`src/rtl/cegu_pkg.sv`:
```
// Shared types and default constants for the circle event geometry unit.
package cegu_pkg;

    localparam int COORD_FRAC_BITS_DEF = 16;
    localparam int RESULT_WIDTH_DEF    = 32;

    // Control bits that travel alongside each item through the pipeline.
    typedef struct packed {
        logic valid;
        logic conv;
        logic degen;
        logic neg_x;
        logic neg_y;
    } cegu_ctl_t;

endpackage

```
`src/rtl/cegu_sqrt_cell.sv`:
```
// One digit-by-digit square root cell: consumes two radicand bits, yields one root bit.
module cegu_sqrt_cell
    import cegu_pkg::*;
#(
    parameter int SW = 34,
    parameter int RW = 32
) (
    input  logic              clk,
    input  logic              rst_n,
    input  cegu_ctl_t         ctl_in,
    input  logic [RW-1:0]     cx_in,
    input  logic [RW-1:0]     cy_in,
    input  logic [2*SW-1:0]   n_in,
    input  logic [SW+1:0]     rem_in,
    input  logic [SW-1:0]     res_in,
    output cegu_ctl_t         ctl_out,
    output logic [RW-1:0]     cx_out,
    output logic [RW-1:0]     cy_out,
    output logic [2*SW-1:0]   n_out,
    output logic [SW+1:0]     rem_out,
    output logic [SW-1:0]     res_out
);

    cegu_ctl_t          ctl_reg;
    logic [RW-1:0]      cx_reg, cy_reg;
    logic [2*SW-1:0]    n_reg, n_next;
    logic [SW+1:0]      rem_reg, rem_next, sh, trial;
    logic [SW-1:0]      res_reg, res_next;
    logic               ge;

    always_comb
    begin
        sh       = {rem_in[SW-1:0], n_in[2*SW-1:2*SW-2]};
        trial    = {res_in, 2'b01};
        ge       = (sh >= trial);
        rem_next = ge ? (sh - trial) : sh;
        res_next = {res_in[SW-2:0], ge};
        n_next   = {n_in[2*SW-3:0], 2'b00};
    end

    always_ff @(posedge clk or negedge rst_n)
    begin
        if (!rst_n)
        begin
            ctl_reg <= '0;
        end
        else
        begin
            ctl_reg <= ctl_in;
        end
    end

    always_ff @(posedge clk)
    begin
        cx_reg  <= cx_in;
        cy_reg  <= cy_in;
        n_reg   <= n_next;
        rem_reg <= rem_next;
        res_reg <= res_next;
    end

    assign ctl_out = ctl_reg;
    assign cx_out  = cx_reg;
    assign cy_out  = cy_reg;
    assign n_out   = n_reg;
    assign rem_out = rem_reg;
    assign res_out = res_reg;

endmodule

```
`config.mk`:
```
export PLATFORM = sky130hd
export DESIGN_NAME = cegu_sqrt_cell
export DESIGN_NICKNAME = d
export VERILOG_FILES = /design/src/rtl/cegu_pkg.sv /design/src/rtl/cegu_sqrt_cell.sv
export SDC_FILE = /design/constraint.sdc
export NUM_CORES = 1
export LEC_CHECK = 0
export ABC_AREA = 1
export ABC_CLOCK_PERIOD_IN_PS = 800
export BUFFER_PORTS_ARGS = -buffer_cell sky130_fd_sc_hd__buf_2
export CAP_MARGIN = 20
export CORE_AREA = 3 3 160 162
export DETAILED_ROUTE_END_ITERATION = 8
export DIE_AREA = 0 0 163 165
export GPL_TIMING_DRIVEN = 0
export PLACE_DENSITY_LB_ADDON = 0.05
export SLEW_MARGIN = 20
export SYNTH_ARGS = -nofsm -noshare
export SYNTH_HDL_FRONTEND = slang
export SYNTH_SLANG_ARGS = --single-unit
```
`constraint.sdc`:
```
create_clock -name clk -period 0.8 [get_ports clk]
set_input_delay 0.04 -clock clk [delete_from_list [all_inputs] [get_ports clk]]
set_output_delay 0.04 -clock clk [all_outputs]
set_load 0.05 [all_outputs]
```
======== Word level (Yosys, flattened, before mapping) ========
Index checks and enable logic that the tools add are counted.
cells by class
  $add $sub $neg .......................... 1
  multiply operators ...................... 0
  divide/modulo/power cells ............... 0
  $lt $le $gt $ge ......................... 1
  equality and inequality tests ........... 0
  shift operators ......................... 0
  multiplexer cells ....................... 1
  bitwise operators ....................... 0
  reduce and logical (&&, ||, !) cells .... 0
operators by type and width
  cell                                count
  36-bit greater-or-equal comparator  1
  36-bit 2-to-1 mux                   1
  36-bit subtractor                   1
word-level totals
  flip-flop bits (word level) ............. 205
  latch bits .............................. 0
  memory bits (writable) .................. 0
  ROM bits ................................ 0
  output and inout bits ................... 207
  word-level logic and storage cells ...... 13
  memories kept ........................... 0

======== Longest topological paths before layout ========
Gate-level depths: netlist (run 1).
  depth in word-level cells ............... 2
  mapped depth ............................ 15
  mapped depth without buffers ............ 15

======== Worst setup path before layout (run 1) ========
OpenSTA, ideal clock, no wires.
  kind .................................... input -> register
  from .................................... in res_in[24]
  to ...................................... reg rem_reg[35], in the netlist rem_out[35]
  library setup time ...................... 0.113 ns
  data arrival time ....................... 1.444 ns
  path slack .............................. -0.757 ns
  cell stages on the path ................. 11
  cell sequence ........................... inv_1 ha_1 nand2_1 inv_1 a21oi_2 nand2_1 a21oi_2 nand4_4 buf_12 nand3_1 nand2_1
between the ends
  longest elaborated chain between the ends .. 2
RTL lines
  what                                                                            line                                        RTL
  from (decl)                                                                     cegu_sqrt_cell.sv:15                        input logic [SW-1:0] res_in,
  36-bit subtractor / 36-bit greater-or-equal comparator (equally long branches)  cegu_sqrt_cell.sv:36, cegu_sqrt_cell.sv:35
  36-bit 2-to-1 mux (*)                                                           cegu_sqrt_cell.sv:36                        rem_next = ge ? (sh - trial) : sh;
  via rem_next[35]                                                                cegu_sqrt_cell.sv:27                        logic [SW+1:0] rem_reg, rem_next, sh, trial;
  to (signal assigned)                                                            cegu_sqrt_cell.sv:58                        rem_reg <= rem_next;
  to (decl)                                                                       cegu_sqrt_cell.sv:27
The timed path passes the listed nets; every way through them passes the cells marked *.

======== Worst setup path after layout (run 1) ========
  from .................................... in res_in[16]
  to ...................................... reg rem_reg[17], in the netlist rem_out[17]
between the ends
  longest elaborated chain between the ends .. 2
RTL lines
  what                                line                  RTL
  36-bit greater-or-equal comparator  cegu_sqrt_cell.sv:35  ge = (sh >= trial);
  36-bit 2-to-1 mux                   cegu_sqrt_cell.sv:36
  via rem_next[17]                    cegu_sqrt_cell.sv:27
The timed path passes the listed nets, and every way through them passes these cells.

==> metrics.md, run 1 <==
| Metric | Value |
|---|---|
| Routed vias/inst | 4.40 |
| Die X | ~160 um |
| Clock group share of total power | 0.317 |
| Sw frac | 0.332 |
| Worst path required time | ~1.2 ns |
| Post-DP HPWL | around 23 mm |
| Fmax achieved | 0.777 GHz |
| Critical Path Start Type | input pin |
| Post-route ant nets | 0 |
| Vias in the first global route | 9090 |
| CTS tree | built |
| Routability cong. | 0.941 |
| DR iter-0 viols | 443 |
| Longest Clk Path Bufs | 3 |
| DR WL/cell | 19.0 um |
| DRT Pass-1 Iters | 5 |
| Pre-CTS WS | -1.18 ns |
| Comb pwr share | 0.338 |
| Die area | 26900 um^2 |
| Synth Area in XOR/XNOR | 0.0218 |
| Post-synthesis sequential area ratio | 0.541 |
| Max_cap viols | 0 |
| # H-tree levels | 1 |
| Int Pwr | ~23 mW |
| DR vias | 8588 |
| First-pass GRT wire length | roughly 53 mm |
| Failing checks | negative hold slack, negative setup slack |
| Crit-path max FO | 5 |
| IO buf count | roughly 400 |
| Slowest cell on the critical path | ha_4 |
| Cell area after synthesis | 7630 um^2 |
| Simple-Gate Fraction of Synth Area | 0.235 |
| WP buf/inv | 4 |
| Core ar. | ~24000 um^2 |
| Final nets | 1856 |
| GRT Util Overall | 0.257 |
| Critical Path, Cell by Cell | buf_8 -> inv_4 -> ha_4 -> nand2_4 -> nor2_4 -> nand2_4 -> nor3_4 -> nand2_1 -> nand3_2 -> nand3b_1 -> buf_6 -> buf_8 -> nand3_2 -> nand2_2 |
| RSZ-0062 raised after global routing | yes |
| Register bit total from synthesis | ~210 |
| Row Count | 57 |
| Largest family of logic cells by synthesized area | simple AND/OR/NAND/NOR gates |
| Io pins | 416 |
| Part of the cycle the worst path needs | 1.61 |
| Fin crit period | about 1.3 ns |
| Sw power | 11.3 mW |
| Slew Viols, Final | 0 |
| Overflow after GRT | 0 |
| Final setup margin | -0.487 ns |
| Post-synthesis mux area share | 0 |
| Area growth, synth to finish | 125% |
| Die height | between 150 and 200 um |
| Cell Pwr Density | just under 2000 nW/um^2 |
| Synth Area in Compound Gates | 0.0516 |
| Residual DRC | 0 |
| Critical path's largest stage delay | 0.28 ns |
| Mapped Cells | 910 |
| Root buffer cell | clkbuf_16 |
| Mean Syn Cell Area | approximately 8.4 um^2 |
| Largest net degree at the start of global routing | 15 |
| Cell variety after synth | 33 |
| Clock sink total | 205 |
| Kind of critical path | in -> reg |
| Synth warn | 0 |
| Status | finished with violations |
| Final wirelength | 37.2 mm |
| Fill count | 1802 |
| Worst hold-check path type | in -> reg |
| Design Power | about 34 mW |
| Final Hold Fails | 2 |
| Worst setup EP type | register |
| Share of cells above drive strength 1 | 0.596 |
| Initial antenna violation count | 3 |
| Worst vdd ir | 1.59 mV |
| # setup viols final | 242 |
| Clock-pin slew on the worst setup and hold paths | 0.06 ns |
| Leakage | 8.24 nW |
| Delay-heaviest family, CP | simple AND/OR/NAND/NOR gates |
| Area share of fa/ha/maj cells after synthesis | 0.0590 |
| Power share of the sequential group | 0.345 |
| Total CTS buffers | 23 |
| Arr. time, crit path | approximately 1.7 ns |
| Initial Util | 0.315 |
| Final Hold Slack | -0.253 ns |
## worst paths after layout
check | startpoint | end | slack (ns) | depth (start not counted)
max in group asynchronous | rst_n | ctl_out[4]$_DFF_PN0_ | 0.09 | 3
hold / removal | rem_in[16] | rem_out[18]$_DFF_P_ | -0.25 | 3
min in group asynchronous | rst_n | ctl_out[0]$_DFF_PN0_ | 0.51 | 3
setup / recovery | res_in[16] | rem_out[17]$_DFF_P_ | -0.49 | 14
## cells in the final DEF, fill, tap and decap left out, types with 3 or more instances in the layout
master / n
nand2_2: 60
nor3_2: 5
nand3_1: 23
clkinv_2: 4
o21bai_1: 5
buf_12: 7
o21ai_2: 16
inv_4: 6
inv_2: 35
nand3b_1: 11
clkbuf_16: 26
buf_4: 42
nand2_4: 28
dfxtp_2: 199
xor2_1: 16
a21oi_2: 9
nor2_1: 39
buf_2: 180
a21oi_1: 18
buf_6: 55
o21ai_0: 8
nand3_2: 36
clkinvlp_4: 3
buf_8: 187
nor2_2: 3
a21oi_4: 3
inv_6: 3
nor3_1: 4
nand2_1: 187
nor2_4: 13
dlygate4sd3_1: 211
nand4_1: 3
ha_4: 34
clkbuf_8: 5
dfrtp_1: 5
inv_1: 115
## kinds of logic (layout without fill, tap and decap cells)
group	Yosys count	in the layout
xor gates and xnor gates	19	19
buffers and inverters	170	887
and+or+nand+nor	416	416
AOI/OAI and AO/OA	63	63
adders and majority gates	36	36
other	1	4
DFF	205	205
## synthesized netlist by cell type
| cell | count | area share |
|---|---|---|
| a21o_1 | 1 | 0.00098 |
| a21oi_1 | 27 | 0.018 |
| a21oi_2 | 3 | 0.0034 |
| buf_12 | 1 | 0.0026 |
| buf_2 | 4 | 0.0026 |
| buf_4 | 2 | 0.0020 |
| buf_6 | 4 | 0.0059 |
| clkinv_1 | 1 | 0.00049 |
| conb_1 | 1 | 0.00049 |
| dfrtp_1 | 5 | 0.016 |
| dfxtp_1 | 200 | 0.52 |
| ha_1 | 36 | 0.059 |
| inv_1 | 155 | 0.076 |
| inv_2 | 3 | 0.0015 |
| nand2_1 | 264 | 0.13 |
| nand2_2 | 11 | 0.0090 |
| nand3_1 | 58 | 0.038 |
| nand3_2 | 2 | 0.0026 |
| nand3b_1 | 11 | 0.011 |
| nand4_1 | 3 | 0.0025 |
| nand4_4 | 1 | 0.0028 |
| nor2_1 | 49 | 0.024 |
| nor2_2 | 3 | 0.0025 |
| nor2_4 | 3 | 0.0044 |
| nor3_1 | 9 | 0.0059 |
| nor3_2 | 1 | 0.0013 |
| nor4_1 | 1 | 0.00082 |
| o21ai_0 | 10 | 0.0066 |
| o21ai_1 | 3 | 0.0020 |
| o21ai_2 | 14 | 0.016 |
| o21bai_1 | 5 | 0.0049 |
| xnor2_1 | 1 | 0.0011 |
| xor2_1 | 18 | 0.021 |
## routing by layer
layer,part of all wire,global-route usage,up-vias,wire length [um]
li1,-,-,4196,-
met3,0.064,0.0564,82,2360
met4,0.036,0.0938,2,1350
met2,0.53,0.484,324,19700
met1,0.37,0.282,3984,13800
met5,0.00035,0,-,13
## stage by stage
step | hold slack [ns] | cells | area (um^2) | TNS (ns) | utilization
floorplan | -0.256 | 911 | 8270 | -22.96 | -
global placement | -0.143 | 1646 | 10700 | -40.52 | 0.443
detailed placement | -0.139 | 1646 | 10700 | -40.53 | 0.443
CTS | -0.291 | 1935 | 16400 | -64.64 | 0.677
global route | -0.260 | 1954 | 17100 | -70.76 | 0.707
finish | -0.253 | 1954 | 17100 | -62.37 | 0.707
## sequential cells by signal, summed over array words and instances, names as in the netlist
register  cells
res_out      34
cx_out       32
n_out        66
rem_out      36
ctl_out       5
cy_out       32
## power by group through the flow
stage	clock network, mW	registers [mW]	logic (mW)
finish	10.8	11.7	11.5
global route	11.5	11.8	12.1
CTS	11.0	11.7	10.7
detailed placement	0	11.4	7.73
global placement	0	11.4	7.73
floorplan	0	14.3	2.60
## final cells by class
cell class | count | area [um^2] | share of cell area
Clock inverter | 12 | 133 | 0.00773
Timing Repair Buffer | 675 | 6830 | 0.398
Multi-Input combinational cell | 536 | 3950 | 0.230
Antenna cell | 2 | 5.00 | 0.000292
Sequential cell | 205 | 4380 | 0.255
Clock buffer | 30 | 652 | 0.0380
Buffer | 11 | 168 | 0.00978
Tap cell | 324 | 405 | 0.0236
Inverter | 159 | 631 | 0.0368
## what timing repair did
action	CTS	global route
gates resized for setup	877	152
pin swaps	55	61
endpoints found under the setup margin	242	242
cloned	4	3
setup buffers	39	9
hold buffers	204	7
endpoints found under the hold margin	209	7
Power figures use the tool's default switching activity.
==> run 2, diff against run 1 <==
--- a/config.mk
+++ b/config.mk
@@ -6,7 +6,7 @@
 export NUM_CORES = 1
 export LEC_CHECK = 0
 export ABC_AREA = 1
-export ABC_CLOCK_PERIOD_IN_PS = 800
+export ABC_CLOCK_PERIOD_IN_PS = 1200
 export BUFFER_PORTS_ARGS = -buffer_cell sky130_fd_sc_hd__buf_2
 export CAP_MARGIN = 20
 export CORE_AREA = 3 3 160 162
==> constraint.sdc (replaced) <==
create_clock -name clk -period 1.2 [get_ports clk]
set_input_delay 0.06 -clock clk [delete_from_list [all_inputs] [get_ports clk]]
set_output_delay 0.06 -clock clk [all_outputs]
set_load 0.05 [all_outputs]
==> run 2 against run 1 <==
Against the previous run:
- the flow still finishes with violations (negative hold slack, negative setup slack)
- core utilization shrank 10 points
- non-clock buffer count is 12 lower
- power is 38% lower
- sequential power is 36% lower
- clock-buffer cell count unchanged
- flip-flop and latch count unchanged
- critical path depth did not move
- sequential share of layout area increased by 2.7 points
- cell count fell by 0.61%
- wire length fell by 13%
==> metrics.md, run 2 (same netlist as run 1, synthesis figures left out) <==
| Metric | Value |
|---|---|
| Initial Util | 0.315 (unchanged) |
| Max_cap viols | 0 (unchanged) |
| Clock-pin slew on the worst setup and hold paths | 0.06 ns (about the same) |
| DR vias | 8417 (-2.0%) |
| DR WL/cell | 16.7 um (-12%) |
| Final Hold Fails | 1 (-1) |
| Clock group share of total power | 0.341 (+0.024) |
| RSZ-0062 raised after global routing | yes |
| # H-tree levels | 1 (unchanged) |
| Longest Clk Path Bufs | 3 (unchanged) |
| Die height | 165 um (unchanged) |
| Met3 GRT Util | 0.0524 (-0.00401) |
| CTS tree | built |
| Root buffer cell | clkbuf_16 |
| Overflow after GRT | 0 (unchanged) |
| First-pass GRT wire length | 47.4 mm (-10%) |
| Worst vdd ir | 1.09 mV (-31%) |
| Placed cell count | 1646 (unchanged) |
| Row Count | 57 (unchanged) |
| Part of the cycle the worst path needs | 1.12 |
| M2 GR Usage | 0.422 (-0.0620) |
| Slew Viols, Final | 0 (unchanged) |
| Initial antenna violation count | 2 (-1) |
| Crit-path max FO | 5 (unchanged) |
| Core ar. | 24200 um^2 (unchanged) |
| Int Pwr | 13.9 mW (-39%) |
| Die X | 163 um (unchanged) |
| Final wirelength | 32.5 mm (-13%) |
| # setup viols final | 36 (-85%) |
| Share of cells above drive strength 1 | 0.461 (-0.135) |
| Most used routing layer | met2 |
| DRT Pass-1 Iters | 5 (unchanged) |
| Leakage | 7.44 nW (-9.7%) |
| DR iter-0 viols | 387 (-13%) |
| GRT Util Overall | 0.227 (-0.0300) |
| Vias in the first global route | 8740 (-3.9%) |
| Most frequent cells in the layout | 370 x buf_2, 206 x dlygate4sd3_1, 200 x dfxtp_1 |
| Sw frac | 0.336 (+0.00473) |
| Area growth, synth to finish | 91.9% |
| Clock sink total | 205 (unchanged) |
| Post-route cell area | 14600 um^2 (-15%) |
| Final Hold Slack | -0.135 ns (+0.118 ns) |
| Fill count | 2158 (+20%) |
| Final nets | 1844 (-0.65%) |
| Status | finished with violations |
| Sw power | 7.06 mW (-37%) |
| Power share of the sequential group | 0.356 (+0.011) |
| Placed cell areas | 10700 um^2 (unchanged) |
| Die area | 26900 um^2 (unchanged) |
| Worst hold-check path type | in -> reg |
| Largest net degree at the start of global routing | 15 (unchanged) |
| Fin util | 0.604 (-0.103) |
| Comb pwr share | 0.303 (-0.035) |
| Arr. time, crit path | 1.74 ns (+0.06 ns) |
| Max reg flops | 66 (unchanged) |
| Fmax achieved | approximately 0.74 GHz |
| Worst setup EP type | register |
| Post-Layout Cell Count | 1942 (-0.61%) |
| Post-route ant nets | 0 (unchanged) |
| Routability cong. | 0.941 (unchanged) |
| IO buf count | 411 (unchanged) |
| Cell Pwr Density | 1430 nW/um^2 (-28%) |
| Io pins | 416 (unchanged) |
| Leading cell type in the layout, fill and taps excluded | buf_2 |
| Met1 usage | 0.256 (-0.0261) |
| Worst path required time | 1.59 ns (+0.40 ns) |
| Critical Path Start Type | input pin |
| Fin crit period | 1.35 ns |
| Post-DP HPWL | 23.5 mm (unchanged) |
| Kind of critical path | in -> reg |
| Failing checks | negative hold slack, negative setup slack |
| Residual DRC | 0 (unchanged) |
| Final setup margin | -0.147 ns (+0.340 ns) |
| Total CTS buffers | 23 (unchanged) |
| Routed vias/inst | 4.33 (-1.4%) |
run 2: stage by stage:
stage | TNS, ns | worst slack [ns] | power, mW
finish | -2.32 | -0.147 | 21.0
global route | -4.33 | -0.178 | 21.9
CTS | -0.537 | -0.0535 | 20.9
detailed placement | -26.47 | -0.796 | 12.8
global placement | -26.46 | -0.785 | 12.7
floorplan | -8.90 | -0.264 | 11.2
run 2: final timing paths:
kind,cells after the start,endpoint,from
max,14,rem_out[17]$_DFF_P_,res_in[12]
min,3,rem_out[0]$_DFF_P_,n_in[66]
max in group asynchronous,3,ctl_out[4]$_DFF_PN0_,rst_n
min in group asynchronous,3,ctl_out[0]$_DFF_PN0_,rst_n
run 2: area by class of cell:
| class | instances | area, um^2 | area share |
|---|---|---|---|
| flip-flops and latches | 205 | 4130 | 0.282 |
| plain buffers | 11 | 155 | 0.0106 |
| multi-input cells | 536 | 3810 | 0.261 |
| clock inverters | 12 | 133 | 0.00906 |
| diodes | 2 | 5.00 | 0.000342 |
| repair buffers | 663 | 4730 | 0.323 |
| clock buffers | 30 | 652 | 0.0445 |
| inverters | 159 | 623 | 0.0426 |
| well taps | 324 | 405 | 0.0277 |
run 2: power by group through the flow:
| stage | clock network, mW | logic (mW) | registers (mW) |
|---|---|---|---|
| final | 7.15 | 6.36 | 7.47 |
| after global placement | 0 | 5.15 | 7.59 |
| after detailed placement | 0 | 5.15 | 7.60 |
| after CTS | 7.32 | 6.11 | 7.46 |
| after global routing | 7.63 | 6.76 | 7.51 |
| after floorplan | 0 | 1.73 | 9.51 |
run 2: worst max-delay path: stages:
cell and delay (ns):
buf_12 0.09, inv_12 0.03, ha_4 0.28, nand2_4 0.07
nor2_4 0.16, nand2_4 0.08, nor3_4 0.19, nand2_1 0.09
nand3_2 0.08, nand3b_1 0.14, buf_6 0.17, buf_8 0.13
nand3_2 0.07, nand2_2 0.08
run 2: timing repair:
action	4_1_cts	5_1_grt
hold buffers	205	1
endpoints found under the setup margin	46	49
buffers inserted	33	9
gates resized for setup	110	101
pin swaps	51	46
endpoints found under the hold margin	209	2
gates cloned	3	1
run 2: metal layers:
layer | up-vias | part of all wire
met5 | - | 0
met4 | 0 | 0.030
met2 | 308 | 0.51
li1 | 4175 | -
met3 | 68 | 0.072
met1 | 3866 | 0.38
