`src/rtl/cegu_pkg.sv`:
```
// Shared types and default constants for the circle event geometry unit.
package cegu_pkg;

    localparam int COORD_FRAC_BITS_DEF = 16;
    localparam int RESULT_WIDTH_DEF    = 32;

    // Control bits that travel alongside each item through the pipeline.
    typedef struct packed {
        logic valid;
        logic conv;
        logic degen;
        logic neg_x;
        logic neg_y;
    } cegu_ctl_t;

endpackage

```
`src/rtl/cegu_div_cell.sv`:
```
// One restoring-division cell: yields one quotient bit for both x and y.
module cegu_div_cell
    import cegu_pkg::*;
#(
    parameter int QW  = 51,
    parameter int DVW = 34,
    parameter int CW  = 16
) (
    input  logic            clk,
    input  logic            rst_n,
    input  cegu_ctl_t       ctl_in,
    input  logic [CW-1:0]   ax_in,
    input  logic [CW-1:0]   ay_in,
    input  logic [QW-1:0]   numx_in,
    input  logic [QW-1:0]   numy_in,
    input  logic [QW-1:0]   qx_in,
    input  logic [QW-1:0]   qy_in,
    input  logic [DVW:0]    remx_in,
    input  logic [DVW:0]    remy_in,
    input  logic [DVW-1:0]  dv_in,
    output cegu_ctl_t       ctl_out,
    output logic [CW-1:0]   ax_out,
    output logic [CW-1:0]   ay_out,
    output logic [QW-1:0]   numx_out,
    output logic [QW-1:0]   numy_out,
    output logic [QW-1:0]   qx_out,
    output logic [QW-1:0]   qy_out,
    output logic [DVW:0]    remx_out,
    output logic [DVW:0]    remy_out,
    output logic [DVW-1:0]  dv_out
);

    cegu_ctl_t       ctl_reg;
    logic [CW-1:0]   ax_reg, ay_reg;
    logic [QW-1:0]   numx_reg, numy_reg, qx_reg, qy_reg;
    logic [QW-1:0]   numx_next, numy_next, qx_next, qy_next;
    logic [DVW:0]    remx_reg, remy_reg, remx_next, remy_next;
    logic [DVW-1:0]  dv_reg;
    logic [DVW:0]    shx, shy, dvx;
    logic            gex, gey;

    // shift in the next numerator bit, trial subtract
    always_comb
    begin
        dvx       = {1'b0, dv_in};
        shx       = {remx_in[DVW-1:0], numx_in[QW-1]};
        shy       = {remy_in[DVW-1:0], numy_in[QW-1]};
        gex       = (shx >= dvx);
        gey       = (shy >= dvx);
        remx_next = gex ? (shx - dvx) : shx;
        remy_next = gey ? (shy - dvx) : shy;
        qx_next   = {qx_in[QW-2:0], gex};
        qy_next   = {qy_in[QW-2:0], gey};
        numx_next = {numx_in[QW-2:0], 1'b0};
        numy_next = {numy_in[QW-2:0], 1'b0};
    end

    always_ff @(posedge clk or negedge rst_n)
    begin
        if (!rst_n)
        begin
            ctl_reg <= '0;
        end
        else
        begin
            ctl_reg <= ctl_in;
        end
    end

    always_ff @(posedge clk)
    begin
        ax_reg   <= ax_in;
        ay_reg   <= ay_in;
        numx_reg <= numx_next;
        numy_reg <= numy_next;
        qx_reg   <= qx_next;
        qy_reg   <= qy_next;
        remx_reg <= remx_next;
        remy_reg <= remy_next;
        dv_reg   <= dv_in;
    end

    assign ctl_out  = ctl_reg;
    assign ax_out   = ax_reg;
    assign ay_out   = ay_reg;
    assign numx_out = numx_reg;
    assign numy_out = numy_reg;
    assign qx_out   = qx_reg;
    assign qy_out   = qy_reg;
    assign remx_out = remx_reg;
    assign remy_out = remy_reg;
    assign dv_out   = dv_reg;

endmodule

```
`config.mk`:
```
export PLATFORM = sky130hd
export DESIGN_NAME = cegu_div_cell
export DESIGN_NICKNAME = d
export VERILOG_FILES = /design/src/rtl/cegu_pkg.sv /design/src/rtl/cegu_div_cell.sv
export SDC_FILE = /design/constraint.sdc
export NUM_CORES = 1
export LEC_CHECK = 0
export BUFFER_PORTS_ARGS = -buffer_cell sky130_fd_sc_hd__buf_2
export CAP_MARGIN = 5
export CORE_AREA = 10 10 261 263
export DETAILED_ROUTE_END_ITERATION = 10
export DIE_AREA = 0 0 271 273
export HOLD_SLACK_MARGIN = 0.08
export SETUP_SLACK_MARGIN = 0.5
export SKIP_LAST_GASP = 1
export SLEW_MARGIN = 20
export SYNTH_ARGS = -nofsm -noshare
export SYNTH_HDL_FRONTEND = slang
export SYNTH_SLANG_ARGS = --single-unit
```
`constraint.sdc`:
```
create_clock -name clk -period 0.8 [get_ports clk]
set_input_delay 0.24 -clock clk [delete_from_list [all_inputs] [get_ports clk]]
set_output_delay 0.24 -clock clk [all_outputs]
set_load 0.02 [all_outputs]
```
* After elaboration in Yosys (flattened, before gate mapping)
Cells that the tools add are included.
** Word-level totals
- Register bits after elaboration :: 343
- Bits in latches :: 0
- RAM bits :: 0
- ROM bits :: 0
- Bits of input ports :: 347
- Output and inout bits :: 345
- Logic and storage cells :: 20
- Memories :: 0
** Operators by class
- Add/sub/neg operators :: 2
- Multipliers :: 0
- Div/mod/pow operators :: 0
- Order comparisons :: 2
- Eq/ne operators :: 0
- Shift operators :: 0
- Multiplexer cells :: 2
- Bitwise gates (word level) :: 0
- Reductions and logical operators :: 0
** Operators by type and width (number)
- $ge 35x34->1 :: 2
- $mux 35 :: 2
- $sub 35x34->35 :: 2

* Depth between registers and ports, before layout
Gate-level depths: netlist (run 1).
- Depth in word-level cells :: 2
- Depth in mapped cells :: 13
- Depth with buffers taken out :: 12

* Worst setup path before layout (run 1)
OpenSTA, ideal clock, no wires.
- Kind :: input port to flip-flop
- Start point :: input numy_in[50]
- End point :: register remy_reg[28], in the netlist remy_out[28]
- Library setup time :: 123 ps
- Data arrival time :: 2698 ps
- Data required time :: 677 ps
- Slack :: -2021 ps
- Stages on the path :: 12
- Path buffers :: 0
- Cell sequence :: inv_1 > ha_1 > inv_1 > fa_1 > a21o_1 > a221oi_2 > o211a_1 > o211a_1 > o31ai_1 > o41a_1 > xor2_1 > mux2_1
** On the way
- Cells in the longest elaborated chain, start to end :: 2
- Elaborated cells on any way between the ends :: 3
- Classes of those cells :: add/sub: 1; order compare: 1; mux: 1
** Ends and longest elaborated chain
- start: declaration :: line cegu_div_cell.sv:15 : input logic [QW-1:0] numy_in,
- $sub 35x34->35 or $ge 35x34->1 (tied branches) :: line cegu_div_cell.sv:51, cegu_div_cell.sv:49
- $mux 35 * :: line cegu_div_cell.sv:51 : remy_next = gey ? (shy - dvx) : shy;
- named net remy_next[28] :: line cegu_div_cell.sv:37 : logic [DVW:0] remx_reg, remy_reg, remx_next, remy_next;
- end signal: assignment :: line cegu_div_cell.sv:79 : remy_reg <= remy_next;
- end: declaration :: line cegu_div_cell.sv:37
Mark *: on every way through the listed nets, which the timed path passes. The rest lies on a longest branch.

* Worst setup path after layout (run 1)
- Start point :: input dv_in[8]
- End point :: register remx_reg[27], in the netlist remx_out[27]
** On the way
- Cells in the longest elaborated chain, start to end :: 2
- Elaborated cells on any way between the ends :: 3
- Classes of those cells :: add/sub: 1; order compare: 1; mux: 1
** Ends and longest elaborated chain
- start: declaration :: line cegu_div_cell.sv:20 : input logic [DVW-1:0] dv_in,
- $sub 35x34->35 or $ge 35x34->1 (tied branches) :: line cegu_div_cell.sv:50, cegu_div_cell.sv:48
- $mux 35 * :: line cegu_div_cell.sv:50 : remx_next = gex ? (shx - dvx) : shx;
- named net remx_next[27] :: line cegu_div_cell.sv:37
- end signal: assignment :: line cegu_div_cell.sv:78 : remx_reg <= remx_next;
- end: declaration :: line cegu_div_cell.sv:37
Marked as above.

==> impl_metrics.toml, run 1 <==
[outcome]
status = "finished with violations"
violations = "hold timing, setup timing"

[synth]
ys_warn_count = 0
netlist_top_cells_area = "dfxtp_1 (55%), ha_1 (7.0%), mux2_4 (3.0%)"
netlist_area_sq_mm = 0.01220
synth_top_area_share_pct = 55.45
async_reset_ff_share_pct = 1.458
ys_ff_latch = 343
synthCells = 1053
yosysMostFrequentCell = "dfxtp_1"
synth.avg_cell_area_sq_um = 11.59
synth_common_cells = "dfxtp_1 (338), ha_1 (68), a21oi_1 (67)"
ys.flop_type = "dfxtp_1"
synth_edf_count = 0
synth_area_leader_cell = "dfxtp_1"
seq_area_frac_synth_pct = 56.47
ys_types = 88

[clocking]
cts-root-buf = "clkbuf_16"
htree_levels = 2
cts_inserted_buffers = 39
clk_pin_slew_ns = 0.06
cts_hold_buf = 1
cts_buffer_depth = 3
cts_tree = "built"
cts_sinks = 343

[hold_path]
whs_path_depth = 1
hold_class = "in -> reg"
hold_end = "numy_out[40]"
hp-start = "numy_in[39]"

[pwr]
sw_frac_of_total_pct = 28.88
power.switching_uw = 15130
p_int_uw = 37250
combinationalPowerShare_pct = 28.5
ir_drop_mv = 1.588
clkPwrFrac_pct = 34.6
pwr_density_cell_mw_per_mm2 = 2120
seqPwrFrac_pct = 36.9
power_uw = 52380
leakage_uw = 0.01148

[floorplan]
die-area_sq_mm = 0.07398
core_sq_mm = 0.06274
rows = 92
fp.dieH_um = 273
die_w_um = 271
num_io_pins = 692
start_util_pct = 19.45

[sta]
fmax_mhz = 426.2
fin_crit_ns = 2.347
setup_ws_ns = -1.547
relSlewSlack_pct = 66.28
worst_pin_slew_ns = 0.5058
hold_ws_ns = -0.2119
fin_crit_sh_pct = 293.3
slew_viol_final = 0
rsz0062_at_grt = "yes"
finalSetupViolCount = 415
finalHoldViolCount = 308
final.setup.tns_ns = -254.34

[critical_path]
critPathKind = "in -> reg"
cp_max_fo = 7
slowest_delay_ns = 0.34
path_delay_family = "compound AO/OA/AOI/OAI gates"
worstSetupEndpointType = "register"
cp_data_required_time_ns = 1.22
worstPathCellList = "buf_8, inv_4, buf_6, ha_4, and4_4, o211ai_2, a31o_4, a31oi_4, nor2_2, o31a_1, a21oi_4, buf_12, buf_12, buf_16, mux2_4"
crit_arrival_ns = 2.77
path_buf_inv = 6
setup.worst_path.start_class = "input port"
crit_top_cell = "buf_12"
slowest_stage = "o31a_1"

[placed_design]
pre_cts_slack_ns = -2.278
gp_routability_congestion = 0.8888
io_buffers = 685
dpl.cell_count = 2848
detailed_place_hpwl_um = 52010

[route]
drt_iter0_drc = 620
first_pass_iters = 5
wl_um = 64030
drc = 0
num_vias = 12220
ant_nets = 0
wl_per_cell_um = 21.62
vias_per_cell = 4.127

[cells_and_area]
fillers = 5873
multi_input_area_sq_mm = 0.005652
finalNetCount = 2497
synthToLayoutAreaGrowth_pct = 102.5
utilization_pct = 39.38
drive_above_1_share_pct = 75.11
regArea_sq_mm = 0.008015
final_cells = 2961

[global_routing]
gr-usage-met1_pct = 16.77
antenna_found_initial = 22
grt_pass1_wl_um = 91240
grt_usage_pct = 16.24
met2_usage_pct = 31.02
grt_pass1_vias = 13390
grt.busiest_layer = "met2"
grt_use_met3_pct = 4.838
grt_overflow = 0
grt_max_degree = 15

[job]
maxCapViolations = 0
==> through the flow <==
stage                     hold slack, ns  instance area [sq um]
after global placement           0.05856                  20070
after CTS                        -0.2542                  24250
after detailed placement         0.06780                  20070
after floorplan                 -0.05559                  13580
after global routing             -0.2456                  24700
final                            -0.2119                  24710
==> cells by family (layout without fill, tap and decap cells) <==
kind of cell    Yosys count  count (layout)  share of synthesized area, %
xor+xnor                 52              52                         3.732
compound gates          240             240                         13.73
other cells               1               8                       0.03073
mux                      68              68                         6.931
flops                   343             343                         56.47
fa+ha+maj                70              70                         7.300
simple gates            197             197                         8.275
buf+inv                  82            1137                         3.527
==> layout by cell type, fill, tap and decap left out, types with 14 or more instances in the layout <==
cell / count
a21o_1: 33
a21oi_1: 55
and3_1: 14
buf_2: 331
buf_4: 301
buf_6: 352
clkbuf_16: 45
dfxtp_2: 58
dfxtp_4: 280
ha_1: 46
ha_4: 21
inv_1: 40
mux2_4: 54
nand2_1: 44
nand3_1: 15
nor2_1: 44
o21ai_0: 28
xnor2_1: 32
xor2_1: 20
==> metal layers <==
layer,wire length [um],part of all wire (%)
met4,1716,2.7
met5,109,0.17
met2,34290,54
met1,23500,37
met3,4418,6.9
==> power groups by stage <==
stage | logic (uW) | clock network (uW) | registers (uW)
floorplan | 4440 | 0 | 21000
global placement | 11900 | 0 | 19200
detailed placement | 12000 | 0 | 19200
CTS | 14600 | 18700 | 19300
global route | 15800 | 19400 | 19500
finish | 14900 | 18100 | 19300
==> flip-flops by register name, indices dropped and copies added, names as in the netlist <==
signal and count:
ctl_out 5, remx_out 35, numy_out 50, qx_out 51, ax_out 16, remy_out 35
dv_out 34, ay_out 16, numx_out 50, qy_out 51
==> worst max path at each step <==
stage                   endpoint  depth (start not counted)        start  slack [ns]
floorplan           remy_out[28]                         12  numy_in[50]       -1.93
global placement    remy_out[28]                         13  numy_in[50]       -2.26
CTS                 remx_out[25]                         15     dv_in[8]       -1.47
finish              remx_out[27]                         15     dv_in[8]       -1.55
global route        remx_out[24]                         15     dv_in[8]       -1.56
detailed placement  remy_out[28]                         13  numy_in[50]       -2.28
==> cell type report <==
class                      instances  share of cell area (%)
sequential                       343                   32.44
antenna                            6                 0.06077
multi-input combinational        629                   22.88
clock inverter                    19                  0.6736
timing repair buffer            1010                   33.93
inverter                          57                   1.175
tap                              846                   4.284
clock buffer                      51                   4.558
==> timing repair <==
action | in CTS | in global routing
setup endpoints to repair | 415 | 420
gates resized for setup | 834 | 60
hold endpoints to repair | 343 | 340
gates cloned | 4 | 2
setup buffers | 14 | 16
pin swaps | 36 | 30
Power figures use the tool's default switching activity.
==> run 2: changes to the inputs <==
--- a/config.mk
+++ b/config.mk
@@ -5,11 +5,12 @@
 export SDC_FILE = /design/constraint.sdc
 export NUM_CORES = 1
 export LEC_CHECK = 0
+export ABC_AREA = 1
 export BUFFER_PORTS_ARGS = -buffer_cell sky130_fd_sc_hd__buf_2
 export CAP_MARGIN = 5
-export CORE_AREA = 10 10 261 263
+export CORE_AREA = 10 10 259 261
 export DETAILED_ROUTE_END_ITERATION = 10
-export DIE_AREA = 0 0 271 273
+export DIE_AREA = 0 0 269 271
 export HOLD_SLACK_MARGIN = 0.08
 export SETUP_SLACK_MARGIN = 0.5
 export SKIP_LAST_GASP = 1
==> impl_metrics.toml, run 2 <==
[outcome]
status = "finished with violations"
violations = "hold timing, setup timing"

[critical_path]
crit_arrival_ns = 2.04
setup.worst_path.start_class = "input port"
cp_data_required_time_ns = 1.30
cp_max_fo = 6
critPathKind = "in -> reg"
worstSetupEndpointType = "register"

[cells_and_area]
final_cell_mix = "nand2_1 (445), buf_6 (362), buf_2 (313), buf_4 (276), dfxtp_2 (230)"
fillers = 5829
drive_above_1_share_pct = 66.85
multi_input_area_sq_mm = 0.007308
fin_area_sq_mm = 0.02664
final_common_cell = "nand2_1"
synthToLayoutAreaGrowth_pct = 103.5
regArea_sq_mm = 0.007581
finalNetCount = 3070

[synth]
synth.avg_cell_area_sq_um = 7.983
synth_area_leader_cell = "dfxtp_1"
ys_types = 34
yosysMostFrequentCell = "nand2_1"
synthCells = 1640
netlist_area_sq_mm = 0.01309
ys.flop_type = "dfxtp_1"
netlist_top_cells_area = "dfxtp_1 (52%), nand2_1 (18%), ha_1 (6.5%)"
seq_area_frac_synth_pct = 52.64
synth_edf_count = 0
ys_warn_count = 0
ys_ff_latch = 343
synth_common_cells = "nand2_1 (623), dfxtp_1 (338), inv_1 (226)"
synth_top_area_share_pct = 51.69
async_reset_ff_share_pct = 1.458

[hold_path]
whs_path_depth = 1
hp-start = "qy_in[28]"
hold_end = "qy_out[29]"
hold_class = "in -> reg"

[sta]
finalSetupViolCount = 415
setup_ws_ns = -0.7340
finalHoldViolCount = 333
final.setup.tns_ns = -202.71
hold_ws_ns = -0.2263
fin_crit_sh_pct = 191.7
fmax_mhz = 651.9
rsz0062_at_grt = "yes"
slew_viol_final = 0
fin_crit_ns = 1.534

[route]
drt_iter0_drc = 708
drc = 0
first_pass_iters = 5
wl_per_cell_um = 21.43
num_vias = 14680
ant_nets = 0
vias_per_cell = 4.156
wl_um = 75710

[clocking]
cts-root-buf = "clkbuf_16"
cts_sinks = 343
htree_levels = 2
cts_hold_buf = 1
cts_buffer_depth = 3
cts_tree = "built"
clk_pin_slew_ns = 0.07
cts_inserted_buffers = 40

[pwr]
leakage_uw = 0.01311
pwr_density_cell_mw_per_mm2 = 2023
ir_drop_mv = 1.775

[placed_design]
gp_routability_congestion = 0.9252
postPlaceCellArea_sq_mm = 0.02013
detailed_place_hpwl_um = 60330
io_buffers = 685

[global_routing]
antenna_found_initial = 39
grt_pass1_vias = 14660
grt_overflow = 0
grt_max_degree = 18
grt_usage_pct = 18.53
grt_pass1_wl_um = 98180

[floorplan]
die_w_um = 269
fp.dieH_um = 271
rows = 91
die-area_sq_mm = 0.07290
core_sq_mm = 0.06160
num_io_pins = 692
start_util_pct = 21.25

[job]
maxCapViolations = 0
run 2: cell types whose count changed after synthesis, sizes merged, moves of 18 or more:
cell and delta:
nor2 +72, a211oi -18, inv +178, nand3b +18, a21o -31, o21ai -24
nand2 +576, mux2 -60, xnor2 -30, nand3 +58
run 2: area by class of cell:
cell class	instances	share of cell area [%]
multi-input combinational	1050	27.43
clock buffer	48	4.020
clock inverter	26	0.8595
timing repair buffer	981	31.22
sequential	343	28.46
timing repair inverter	2	0.1080
tap	837	3.931
antenna	11	0.1033
inverter	235	3.870
run 2: critical path: stages:
cell and delay, ns:
buf_2 0.10, inv_2 0.06, ha_4 0.30, nand2_2 0.11, nor2_4 0.14, nand2_2 0.08, nor2_1 0.11, nand2_1 0.10
nand3_4 0.12, nand3_4 0.10, nand2_8 0.10, buf_12 0.19, buf_12 0.15, nand3_4 0.08, nand2_2 0.06
run 2: worst max-delay path by stage:
stage | start | end | slack [ns] | cells past startpoint
finish | dv_in[7] | remy_out[27] | -0.73 | 15
global route | dv_in[8] | remx_out[21] | -0.81 | 15
CTS | remy_out[25] | remy_out[25] | -0.69 | 1
detailed placement | dv_in[32] | remy_out[13] | -1.65 | 13
global placement | dv_in[32] | remy_out[32] | -1.64 | 13
floorplan | dv_in[26] | remy_out[26] | -0.92 | 14
run 2: metrics by stage:
stage          instances  hold WS [ns]  utilization [%]  power (uW)  setup WS, ns
4_1_cts             3501       -0.2695            37.32       50940       -0.6852
3_3_place_gp        3388       0.05854            32.68       31070        -1.642
5_1_grt             3529       -0.2642            43.23       56300       -0.8069
6_report            3533       -0.2263            43.25       53880       -0.7340
2_1_floorplan       1641      -0.05559                -       25080       -0.9203
3_5_place_dp        3388       0.05976            32.68       31080        -1.650
run 2: cells by family after synthesis:
group / count (synthesis) / synth area share (%)
AO/OA/AOI/OAI: 77 / 3.211
flip-flops: 343 / 52.64
XOR/XNOR: 36 / 2.409
AND/OR/NAND/NOR: 864 / 27.15
buffers and inverters: 249 / 7.751
other: 1 / 0.02864
adder cells (fa/ha/maj): 70 / 6.805
run 2: what timing repair did:
action                                  4_1_cts  5_1_grt
resized for setup                           263     1299
hold endpoints to repair                    346      345
endpoints found under the setup margin      415      415
pin swaps                                    43      102
cloned                                        7        5
buffers inserted                             31       16
run 2: power breakdown:
part           switching (uW)  internal [uW]  leakage [uW]  total [uW]
clock                    8080          10100      0.000640       18200
combinational            8360           7740       0.00952       16100
sequential                906          18700       0.00295       19600
run 2: routing by layer:
metal  part of all wire, %  global-route usage (%)
met5                  0.22                       0
met4                   5.1                   7.895
met3                   7.8                   5.071
met2                    54                   35.85
met1                    33                   17.85
==> run 3: changes to the inputs <==
--- a/config.mk
+++ b/config.mk
@@ -6,11 +6,11 @@
 export NUM_CORES = 1
 export LEC_CHECK = 0
 export ABC_AREA = 1
-export BUFFER_PORTS_ARGS = -buffer_cell sky130_fd_sc_hd__buf_2
 export CAP_MARGIN = 5
-export CORE_AREA = 10 10 259 261
+export CORE_AREA = 10 10 262 264
 export DETAILED_ROUTE_END_ITERATION = 10
-export DIE_AREA = 0 0 269 271
+export DIE_AREA = 0 0 272 274
+export DONT_BUFFER_PORTS = 1
 export HOLD_SLACK_MARGIN = 0.08
 export SETUP_SLACK_MARGIN = 0.5
 export SKIP_LAST_GASP = 1
==> impl_metrics.toml, run 3 (synthesized netlist as in run 2, its figures left out) <==
[floorplan]
num_io_pins = 692
rows = 93
die-area_sq_mm = 0.07453
fp.dieH_um = 274
start_util_pct = 20.57
core_sq_mm = 0.06365
die_w_um = 272

[clocking]
cts_hold_buf = 177
cts-root-buf = "clkbuf_16"
cts_buffer_depth = 3
htree_levels = 2
clk_pin_slew_ns = 0.06
cts_sinks = 343
cts_inserted_buffers = 38
cts_tree = "built"

[global_routing]
grt_usage_pct = 16.66
grt_pass1_vias = 12590
grt_pass1_wl_um = 89870
antenna_found_initial = 17
grt_max_degree = 35
grt_overflow = 0

[hold_path]
hold_end = "dv_out[17]"
hold_class = "in -> reg"
whs_path_depth = 0
hp-start = "dv_in[17]"

[sta]
fin_crit_ns = 1.521
finalHoldViolCount = 166
fmax_mhz = 657.5
hold_ws_ns = -0.2887
rsz0062_at_grt = "yes"
fin_crit_sh_pct = 190.1
slew_viol_final = 0
finalSetupViolCount = 415
setup_ws_ns = -0.7210

[cells_and_area]
final_common_cell = "nand2_1"
finalNetCount = 2568
final_cell_mix = "nand2_1 (589), dfxtp_1 (241), buf_4 (220), inv_1 (216), dlygate4sd3_1 (177)"
fillers = 6515
final_cells = 3039
drive_above_1_share_pct = 28.11
regArea_sq_mm = 0.007253
multi_input_area_sq_mm = 0.005906
fin_area_sq_mm = 0.02154
synthToLayoutAreaGrowth_pct = 64.54

[pwr]
leakage_uw = 0.01025
pwr_density_cell_mw_per_mm2 = 2270
ir_drop_mv = 1.623
power_uw = 48910

[critical_path]
critPathKind = "in -> reg"
path_buf_inv = 4
worstSetupEndpointType = "register"
setup.worst_path.start_class = "input port"
crit_top_cell = "nand2_1"
crit_arrival_ns = 2.02
worstPathCellList = "inv_1, ha_1, nand2_1, inv_1, nand2_1, nor2_2, nand4_1, nor2_2, nor2_4, nand2_8, buf_6, buf_16, nand2_1, nand2_1"
slowest_stage = "ha_1"
path_delay_family = "simple AND/OR/NAND/NOR gates"
slowest_delay_ns = 0.34
cp_max_fo = 11
cp_data_required_time_ns = 1.30

[placed_design]
gp_routability_congestion = 0.9455
postPlaceCellArea_sq_mm = 0.01802
pre_cts_slack_ns = -1.425
detailed_place_hpwl_um = 54900
io_buffers = 0
dpl.cell_count = 2774

[route]
vias_per_cell = 4.053
drc = 0
wl_um = 66140
first_pass_iters = 5
wl_per_cell_um = 21.76
drt_iter0_drc = 602
num_vias = 12320
ant_nets = 0

[outcome]
status = "finished with violations"
violations = "hold timing, setup timing"

[job]
maxCapViolations = 0
## run 3: changes by cell type in the layout (fill, tap and decap cells not counted), moves of 31 or more
cell and delta:
dfxtp_1 +240, buf_2 -313, nand2_4 -43, buf_4 -56, buf_12 +68, inv_1 +40, ha_1 +31, nand2_2 -100
dlygate4sd3_1 +176, ha_4 -32, dfxtp_2 -229, buf_6 -358, nand2_1 +144
## run 3: worst max-delay path by stage
stage / startpoint / end / cells past startpoint
after global placement: dv_in[26] / remx_out[21] / 13
after detailed placement: dv_in[26] / remx_out[21] / 13
after floorplan: dv_in[26] / remy_out[26] / 14
after global routing: dv_in[8] / remy_out[16] / 14
final: dv_in[8] / remy_out[19] / 14
after CTS: dv_in[13] / remy_out[0] / 13
## run 3: power breakdown
part	switching (uW)	internal (uW)	total, uW
Clock	7440	9830	17300
Combinational	5190	5690	10900
Sequential	2320	18400	20800
Total	14900	34000	48900
## run 3: what timing repair did
action,CTS,global route
endpoints found under the hold margin,346,170
setup buffers,6,5
resized for setup,50,29
pin swaps,10,11
setup endpoints to repair,415,561
gates cloned,3,1
## run 3: final cells by class
class	instances	area share, %
Sequential cell	343	33.67
Multi-Input combinational cell	1049	27.42
Timing Repair Buffer	484	23.94
Tap cell	855	4.966
Clock buffer	51	4.780
Inverter	235	4.322
Clock inverter	19	0.8655
Antenna cell	3	0.03485
## run 3: stage by stage
| step | hold WS, ns | util, % | setup TNS, ns |
|---|---|---|---|
| floorplan | -0.05559 | - | -64.28 |
| detailed placement | -0.05527 | 28.32 | -95.38 |
| global placement | -0.05529 | 28.32 | -94.00 |
| global route | -0.3210 | 33.83 | -217.96 |
| CTS | -0.3233 | 33.56 | -207.64 |
| finish | -0.2887 | 33.84 | -195.56 |
## run 3: layer usage
metal / track usage (%) / wire length, um
met1: 16.44 / 22810
met2: 30.95 / 34410
met3: 6.116 / 5773
met4: 7.047 / 3063
met5: 0 / 75
